File: src/hdl/snaw_pkg.sv
`default_nettype none

package snaw_pkg;

   localparam int DIMS            = 4;
   localparam int DIM_BITS        = $clog2(DIMS);
   localparam int OFFSET_BITS     = 24;
   localparam int SIZE_BITS       = 16;
   localparam int PROD_BITS       = OFFSET_BITS + SIZE_BITS;
   localparam int CSR_INDEX_BITS  = 3;
   localparam int CSR_DATA_BITS   = 24;
   localparam int CSR_SIZE_BASE   = 0;
   localparam int CSR_STRIDE_BASE = 4;

   typedef logic [SIZE_BITS-1:0]   size_type;
   typedef logic [OFFSET_BITS-1:0] offset_type;

   // Effective sizes (never zero), strides and the offset change caused by a carry
   // out of each dimension, which is stride * (1 - size) modulo 2^OFFSET_BITS.
   typedef struct packed {
      size_type   [DIMS-1:0] size;
      offset_type [DIMS-1:0] stride;
      offset_type [DIMS-1:0] delta;
   } cfg_type;

   typedef struct packed {
      offset_type source_offset;
      offset_type dest_offset;
      logic       last;
   } result_type;

endpackage

`default_nettype wire

File: src/hdl/snaw_cfg.sv
`default_nettype none

module snaw_cfg (
   input  wire logic                                 clock,
   input  wire logic                                 reset,
   input  wire logic                                 csr_write_enable,
   input  wire logic [snaw_pkg::CSR_INDEX_BITS-1:0] csr_index,
   input  wire logic [snaw_pkg::CSR_DATA_BITS-1:0]  csr_data,
   output snaw_pkg::cfg_type                         cfg
);
   import snaw_pkg::*;

   size_type   [DIMS-1:0] size_ff;
   offset_type [DIMS-1:0] stride_ff;
   offset_type [DIMS-1:0] delta_ff;

   logic                         is_stride;
   logic [CSR_INDEX_BITS-1:0]    dim_index;
   logic [DIM_BITS-1:0]          dim;
   size_type                     new_size;
   size_type                     mul_size;
   offset_type                   mul_stride;
   logic [PROD_BITS-1:0]         product;
   offset_type                   delta_in;

   // The carry delta is recomputed together with every write, so it is never stale.
   always_comb begin
      is_stride  = csr_index >= CSR_INDEX_BITS'(CSR_STRIDE_BASE);
      dim_index  = is_stride ? csr_index - CSR_INDEX_BITS'(CSR_STRIDE_BASE)
                             : csr_index - CSR_INDEX_BITS'(CSR_SIZE_BASE);
      dim        = dim_index[DIM_BITS-1:0];
      new_size   = (csr_data[SIZE_BITS-1:0] == '0) ? SIZE_BITS'(1) : csr_data[SIZE_BITS-1:0];
      mul_size   = is_stride ? size_ff[dim] : new_size;
      mul_stride = is_stride ? offset_type'(csr_data) : stride_ff[dim];
      product    = PROD_BITS'(mul_stride) * PROD_BITS'(mul_size);
      delta_in   = mul_stride - product[OFFSET_BITS-1:0];
   end

   always_ff @(posedge clock) begin
      if (reset) begin
         for (int d = 0; d < DIMS; d++) begin
            size_ff[d]   <= SIZE_BITS'(1);
            stride_ff[d] <= OFFSET_BITS'(1);
            delta_ff[d]  <= '0;
         end
      end else if (csr_write_enable) begin
         if (is_stride) begin
            stride_ff[dim] <= offset_type'(csr_data);
         end else begin
            size_ff[dim] <= new_size;
         end
         delta_ff[dim] <= delta_in;
      end
   end

   assign cfg = '{size: size_ff, stride: stride_ff, delta: delta_ff};

endmodule

`default_nettype wire

File: src/hdl/snaw_step.sv
`default_nettype none

module snaw_step (
   input  wire logic           clock,
   input  wire logic           reset,
   input  wire snaw_pkg::cfg_type cfg,
   input  wire logic           advance,
   input  wire logic           restart,
   output snaw_pkg::result_type result
);
   import snaw_pkg::*;

   size_type [DIMS-1:0] pc_ff;
   size_type [DIMS-1:0] pc_in;
   offset_type          offset_ff;
   offset_type          offset_in;
   offset_type          count_ff;
   offset_type          count_in;

   size_type [DIMS-1:0] pc_cur;
   offset_type          offset_cur;
   offset_type          count_cur;
   logic     [DIMS-1:0] at_final;
   logic                last;

   always_comb begin
      logic       carry;
      offset_type sum;
      carry      = 1'b1;
      offset_cur = restart ? '0 : offset_ff;
      count_cur  = restart ? '0 : count_ff;
      for (int d = 0; d < DIMS; d++) begin
         pc_cur[d]   = restart ? '0 : pc_ff[d];
         at_final[d] = ({1'b0, pc_cur[d]} + (SIZE_BITS+1)'(1)) >= {1'b0, cfg.size[d]};
      end
      last = &at_final;

      // Innermost dimension first: final counters wrap and carry, the first
      // counter that is not final steps on and absorbs the carry.
      sum = offset_cur;
      for (int d = DIMS - 1; d >= 0; d--) begin
         pc_in[d] = pc_cur[d];
         if (carry) begin
            if (at_final[d]) begin
               pc_in[d] = '0;
               sum      = sum + cfg.delta[d];
            end else begin
               pc_in[d] = pc_cur[d] + SIZE_BITS'(1);
               sum      = sum + cfg.stride[d];
               carry    = 1'b0;
            end
         end
      end
      offset_in = sum;
      count_in  = count_cur + OFFSET_BITS'(1);

      if (last) begin
         pc_in     = '0;
         offset_in = '0;
         count_in  = '0;
      end

      result.source_offset = offset_cur;
      result.dest_offset   = count_cur;
      result.last          = last;
   end

   always_ff @(posedge clock) begin
      if (reset) begin
         pc_ff     <= '0;
         offset_ff <= '0;
         count_ff  <= '0;
      end else if (advance) begin
         pc_ff     <= pc_in;
         offset_ff <= offset_in;
         count_ff  <= count_in;
      end
   end

   a_last_clears: assert property (@(posedge clock) disable iff (reset)
      (advance && last) |=> (pc_ff == '0 && offset_ff == '0 && count_ff == '0))
      else $error("walk state not cleared after the last item");

   a_count_steps: assert property (@(posedge clock) disable iff (reset)
      (advance && !last) |=> (count_ff == OFFSET_BITS'($past(count_cur) + OFFSET_BITS'(1))))
      else $error("destination index did not advance by one");

   a_inner_moves: assert property (@(posedge clock) disable iff (reset)
      (advance && !last) |=>
         (pc_ff[DIMS-1] == SIZE_BITS'($past(pc_cur[DIMS-1]) + SIZE_BITS'(1)) ||
          pc_ff[DIMS-1] == '0))
      else $error("innermost counter neither stepped nor wrapped");

endmodule

`default_nettype wire

File: src/hdl/strided_nd_address_walk.sv
`default_nettype none

// Address generator for a gather copy of a strided four-dimensional view into a
// dense buffer. Each accepted item asks for the next element and yields one result
// with its source offset, its dense destination index and a last flag; an item with
// restart set begins a fresh walk from element zero, and the walk restarts by itself
// after the last element. One item is accepted every cycle unless req_stall is high,
// with its result on the following cycle; the carry update is combinational. Sizes
// of zero act as one, and all offsets wrap modulo 2^24. Configuration writes take
// effect on the following cycle and belong between walks.
module strided_nd_address_walk (
   input  wire logic                                 clock,
   input  wire logic                                 reset,
   input  wire logic                                 req_valid,
   output      logic                                 req_stall,
   input  wire logic                                 req_restart,
   output      logic                                 rsp_valid,
   input  wire logic                                 rsp_stall,
   output      logic [snaw_pkg::OFFSET_BITS-1:0]    rsp_source_offset,
   output      logic [snaw_pkg::OFFSET_BITS-1:0]    rsp_dest_offset,
   output      logic                                 rsp_last,
   input  wire logic                                 csr_write_enable,
   input  wire logic [snaw_pkg::CSR_INDEX_BITS-1:0] csr_index,
   input  wire logic [snaw_pkg::CSR_DATA_BITS-1:0]  csr_data
);
   import snaw_pkg::*;

   cfg_type    cfg;
   result_type result;
   result_type rsp_ff;
   logic       rsp_valid_ff;
   logic       rsp_valid_in;
   logic       accept;

   snaw_cfg u_cfg (
      .clock            (clock),
      .reset            (reset),
      .csr_write_enable (csr_write_enable),
      .csr_index        (csr_index),
      .csr_data         (csr_data),
      .cfg              (cfg)
   );

   snaw_step u_step (
      .clock   (clock),
      .reset   (reset),
      .cfg     (cfg),
      .advance (accept),
      .restart (req_restart),
      .result  (result)
   );

   // A new item may enter whenever the result register is empty or being taken.
   assign req_stall    = rsp_valid_ff & rsp_stall;
   assign accept       = req_valid & ~req_stall;
   assign rsp_valid_in = accept | (rsp_valid_ff & rsp_stall);

   always_ff @(posedge clock) begin
      if (reset) begin
         rsp_valid_ff <= 1'b0;
      end else begin
         rsp_valid_ff <= rsp_valid_in;
      end
   end

   always_ff @(posedge clock) begin
      if (accept) begin
         rsp_ff <= result;
      end
   end

   assign rsp_valid         = rsp_valid_ff;
   assign rsp_source_offset = rsp_ff.source_offset;
   assign rsp_dest_offset   = rsp_ff.dest_offset;
   assign rsp_last          = rsp_ff.last;

endmodule

`default_nettype wire

File: config.mk
export PLATFORM = sky130hd
export DESIGN_NAME = strided_nd_address_walk
export DESIGN_NICKNAME = d
export VERILOG_FILES = /design/src/hdl/snaw_pkg.sv /design/src/hdl/snaw_cfg.sv /design/src/hdl/snaw_step.sv /design/src/hdl/strided_nd_address_walk.sv
export SDC_FILE = /design/constraint.sdc
export NUM_CORES = 2
export LEC_CHECK = 0
export BUFFER_PORTS_ARGS = -buffer_cell sky130_fd_sc_hd__clkbuf_2
export CAP_MARGIN = 20
export CORE_UTILIZATION = 30
export CTS_BUF_LIST = sky130_fd_sc_hd__clkbuf_4 sky130_fd_sc_hd__clkbuf_8 sky130_fd_sc_hd__clkbuf_16
export DETAILED_ROUTE_END_ITERATION = 8
export HOLD_SLACK_MARGIN = 0.12
export PLACE_DENSITY = 0.4
export SLEW_MARGIN = 20
export SYNTH_ARGS = -nofsm -noshare
export SYNTH_HDL_FRONTEND = slang
export SYNTH_SLANG_ARGS = --single-unit
File: constraint.sdc
create_clock -name clock -period 15.8 [get_ports clock]
set_clock_uncertainty 0.05 [all_clocks]
set_input_delay 0.79 -clock clock [delete_from_list [all_inputs] [get_ports clock]]
set_output_delay 0.79 -clock clock [all_outputs]
set_load 0.005 [all_outputs]
==> results.sh <==
export IMPL_fp_dieH_um=340
export IMPL_cts_made_buffers=49
export IMPL_vias_per_cell=5.17
export IMPL_dr_wl_met2_um=62300
export IMPL_wl_met1_um=64400
export IMPL_swShare_pct=49.6
export IMPL_cp_slowest_cell="a2111oi_0"
export IMPL_grt_max_degree=209
export IMPL_grt_first_pass_wirelength_um=201000
export IMPL_core_sq_mm=0.113
export IMPL_clkPwrFrac_pct=19.7
export IMPL_rsz0062_at_grt="no"
export IMPL_maxCapViolCount=0
export IMPL_dp_hpwl_um=101000
export IMPL_fillers=12100
export IMPL_synthDistinctLibCells=93
export IMPL_path_class="in2reg"
export IMPL_row_count=123
export IMPL_cts_htree_levels=2
export IMPL_max_slew_margin_pct=21.6
export IMPL_setup_viol=0
export IMPL_timing_final_crit_period_ns=13.16
export IMPL_grt_usage_pct=23.2
export IMPL_max_stage_delay_ns=0.68
export IMPL_syn_area_sq_mm=0.0343
export IMPL_wl_per_cell_um=23.3
export IMPL_drc_errors=0
export IMPL_syn_to_final_growth_pct=11.1
export IMPL_dr_wl_met3_um=5200
export IMPL_hold_violations=0
export IMPL_diodes=0
export IMPL_cts_setup_buffers=0
export IMPL_initial_utilization_pct=30.4
export IMPL_io_buffers=83
export IMPL_hold_buffers=0
export IMPL_r2r_setup_slack_ns=3.17
export IMPL_p_leak_nw=15.7
export IMPL_cts_sinks=418
export IMPL_synth_nets=4745
export IMPL_finalSetupTns_ns=0
export IMPL_p_int_mw=3.11
export IMPL_die_w_um=340
export IMPL_arrival_ns=13.62
export IMPL_gp_congestion=0.890
export IMPL_yosys_top_cells_count="nand2_1 (841), nor2_1 (464), a21oi_1 (408)"
export IMPL_cts_resized=0
export IMPL_synth_top_area_share_pct=21.5
export IMPL_synthFlopType="dfxtp_1"
export IMPL_worstRegToRegCells=48
export IMPL_pwr_share_seq_pct=20.1
export IMPL_top_level_ports=84
export IMPL_r2r_start="u_step.pc_ff[48]"
export IMPL_r2r_end="u_step.offset_ff[23]"
export IMPL_cts_tree="built"
export IMPL_top_layer_used="met4"
export IMPL_grt_overflow=0
export IMPL_via_count=30000
export IMPL_yosysSeqAreaShare_pct=25.8
export IMPL_cp_num_buf_inv=5
export IMPL_p_sw_mw=3.06
export IMPL_first_pass_iters=7
export IMPL_drive_above_1_share_pct=9.90
export IMPL_power_density_mw_per_mm2=162
export IMPL_synth_edf_count=49
export IMPL_cp_max_fo=39
export IMPL_drtAntennaViolNets=0
export IMPL_ys_ff_latch=418
export IMPL_critPathTopFamily="compound AO/OA/AOI/OAI gates"
export IMPL_routed_wirelength_um=135000
export IMPL_end_kind="flop"
export IMPL_ir_worst_vdd_uv=193
export IMPL_antenna_found_initial=3
export IMPL_cp_common_cell="ha_1"
export IMPL_yosysTopAreaCell="dfxtp_1"
export IMPL_p_comb_share_pct=60.3
export IMPL_clk_latency_ns=0.67
export IMPL_clockBufferDepth=3
export IMPL_maxSlewViolCount=0
export IMPL_crit_start="req_restart"
export IMPL_nets=4727
export IMPL_cp_num_cells=51
export IMPL_critPathLaunchType="input pin"
export IMPL_status="completed"
export IMPL_path_clk_slew_ns=0.06
export IMPL_hold_class="in2reg"
export IMPL_syn_area_per_cell_sq_um=8.03
export IMPL_synth_area_leaders="dfxtp_1 (22%), fa_1 (13%), nand2_1 (9.2%)"
export IMPL_tightest_slew_ns=1.17
export IMPL_fin_crit_sh_pct=83.3
export IMPL_fmax_ghz=0.0760
export IMPL_yosysMostFrequentCell="nand2_1"
export IMPL_yosysWarnings=0
export IMPL_cts_root_buf="clkbuf_16"
export IMPL_first_global_vias=29400
export IMPL_drt_iter0_markers=2448
export IMPL_dieArea_sq_mm=0.116
export IMPL_cp_endpoint="u_step.offset_ff[23]"
export IMPL_design_power_total_mw=6.16
export IMPL_worstPathRequired_ns=16.26
export IMPL_synthArstFlopShare_pct=0
export IMPL_netlist_instances=4272
[metal layers]
metal / vias up / GRT usage, %
met5: - / 0
met4: 0 / 5.56
met1: 14900 / 33.2
met3: 120 / 2.20
met2: 589 / 37.6
li1: 14300 / -
[flip-flops by register name (all words and copies together) (netlist names)]
signal	flops
u_step.offset_ff	24
u_cfg.cfg	256
rsp_dest_offset	24
u_step.pc_ff	64
rsp_last	1
rsp_valid	1
rsp_source_offset	24
u_step.count_ff	24
[area by class of cell]
cell class                      count  area (sq um)  area share, %
Multi-Input combinational cell   3334         23600           61.9
Sequential cell                   418          8860           23.2
Tap cell                         1500          1880           4.92
Clock buffer                       68          1410           3.71
Inverter                          302          1130           2.98
Timing Repair Buffer              149           938           2.46
Clock inverter                     22           293          0.768
[cells by family (layout without fill, tap and decap cells)]
kind of cell / after synthesis / after routing / synth area share [%]
AO/OA/AOI/OAI: 854 / 854 / 15.3
flip-flops: 418 / 418 / 25.8
AND/OR/NAND/NOR: 1731 / 1731 / 21.9
multiplexers: 135 / 135 / 5.77
other: 2 / 2 / 0.0219
XOR/XNOR: 172 / 172 / 4.45
buffers and inverters: 520 / 541 / 5.88
adder cells (fa/ha/maj): 440 / 440 / 20.9
[worst min-delay path, stage by stage]
cell and delay, ns:
clkbuf_2 0.15, nand2_1 0.08, a21oi_1 0.05
[stage by stage]
stage,cell area (sq um),hold slack [ns],std cells,utilization (%),worst slack [ns]
floorplan,34300,0.367,4272,-,3.65
global placement,36400,0.380,5703,32.2,2.37
detailed placement,36400,0.386,5703,32.2,2.17
CTS,38100,0.354,5793,33.7,2.77
global route,38100,0.392,5793,33.7,1.48
finish,38100,0.394,5793,33.7,2.64
[cell usage in the layout (no fill, tap or decap), types with 9 or more instances in the layout]
cell type / instances
mux4_2: 40
clkbuf_16: 49
mux2i_1: 27
o21a_1: 33
clkinv_2: 9
o21bai_1: 12
fa_1: 220
a21o_1: 48
ha_1: 220
a32oi_1: 10
nand4b_1: 9
nand2_1: 839
and2_1: 9
nand2b_1: 33
nor2b_1: 95
nand3b_1: 17
buf_4: 67
inv_1: 297
nor2_1: 453
or3_1: 22
nand4_1: 19
xnor2_1: 121
nand3_1: 80
o211ai_1: 17
a31oi_1: 13
clkbuf_4: 12
and3_1: 29
a211o_1: 9
xor2_1: 49
a22oi_1: 49
a21oi_1: 406
or2_2: 31
clkbuf_2: 80
mux2_2: 55
a211oi_1: 30
o31ai_1: 17
dfxtp_1: 369
o21ai_0: 121
nor3_1: 51
edfxtp_1: 49
[worst min path at each step]
| stage | startpoint | endpoint | cells past startpoint |
|---|---|---|---|
| floorplan | u_step.offset_ff[22] | u_step.offset_ff[22] | 2 |
| global placement | u_step.offset_ff[8] | u_step.offset_ff[8] | 2 |
| detailed placement | u_step.offset_ff[9] | u_step.offset_ff[9] | 2 |
| CTS | csr_data[23] | u_cfg.cfg[191] | 3 |
| global route | csr_data[23] | u_cfg.cfg[167] | 3 |
| finish | csr_data[22] | u_cfg.cfg[142] | 3 |
[power groups by stage]
stage	combinational [mW]	clock (mW)	sequential [mW]
finish	3.72	1.21	1.24
global route	4.08	1.29	1.25
CTS	3.77	1.24	1.24
detailed placement	3.74	0	1.26
global placement	3.76	0	1.26
floorplan	2.28	0	1.24
Note: power is estimated with default switching activity, not from simulation.
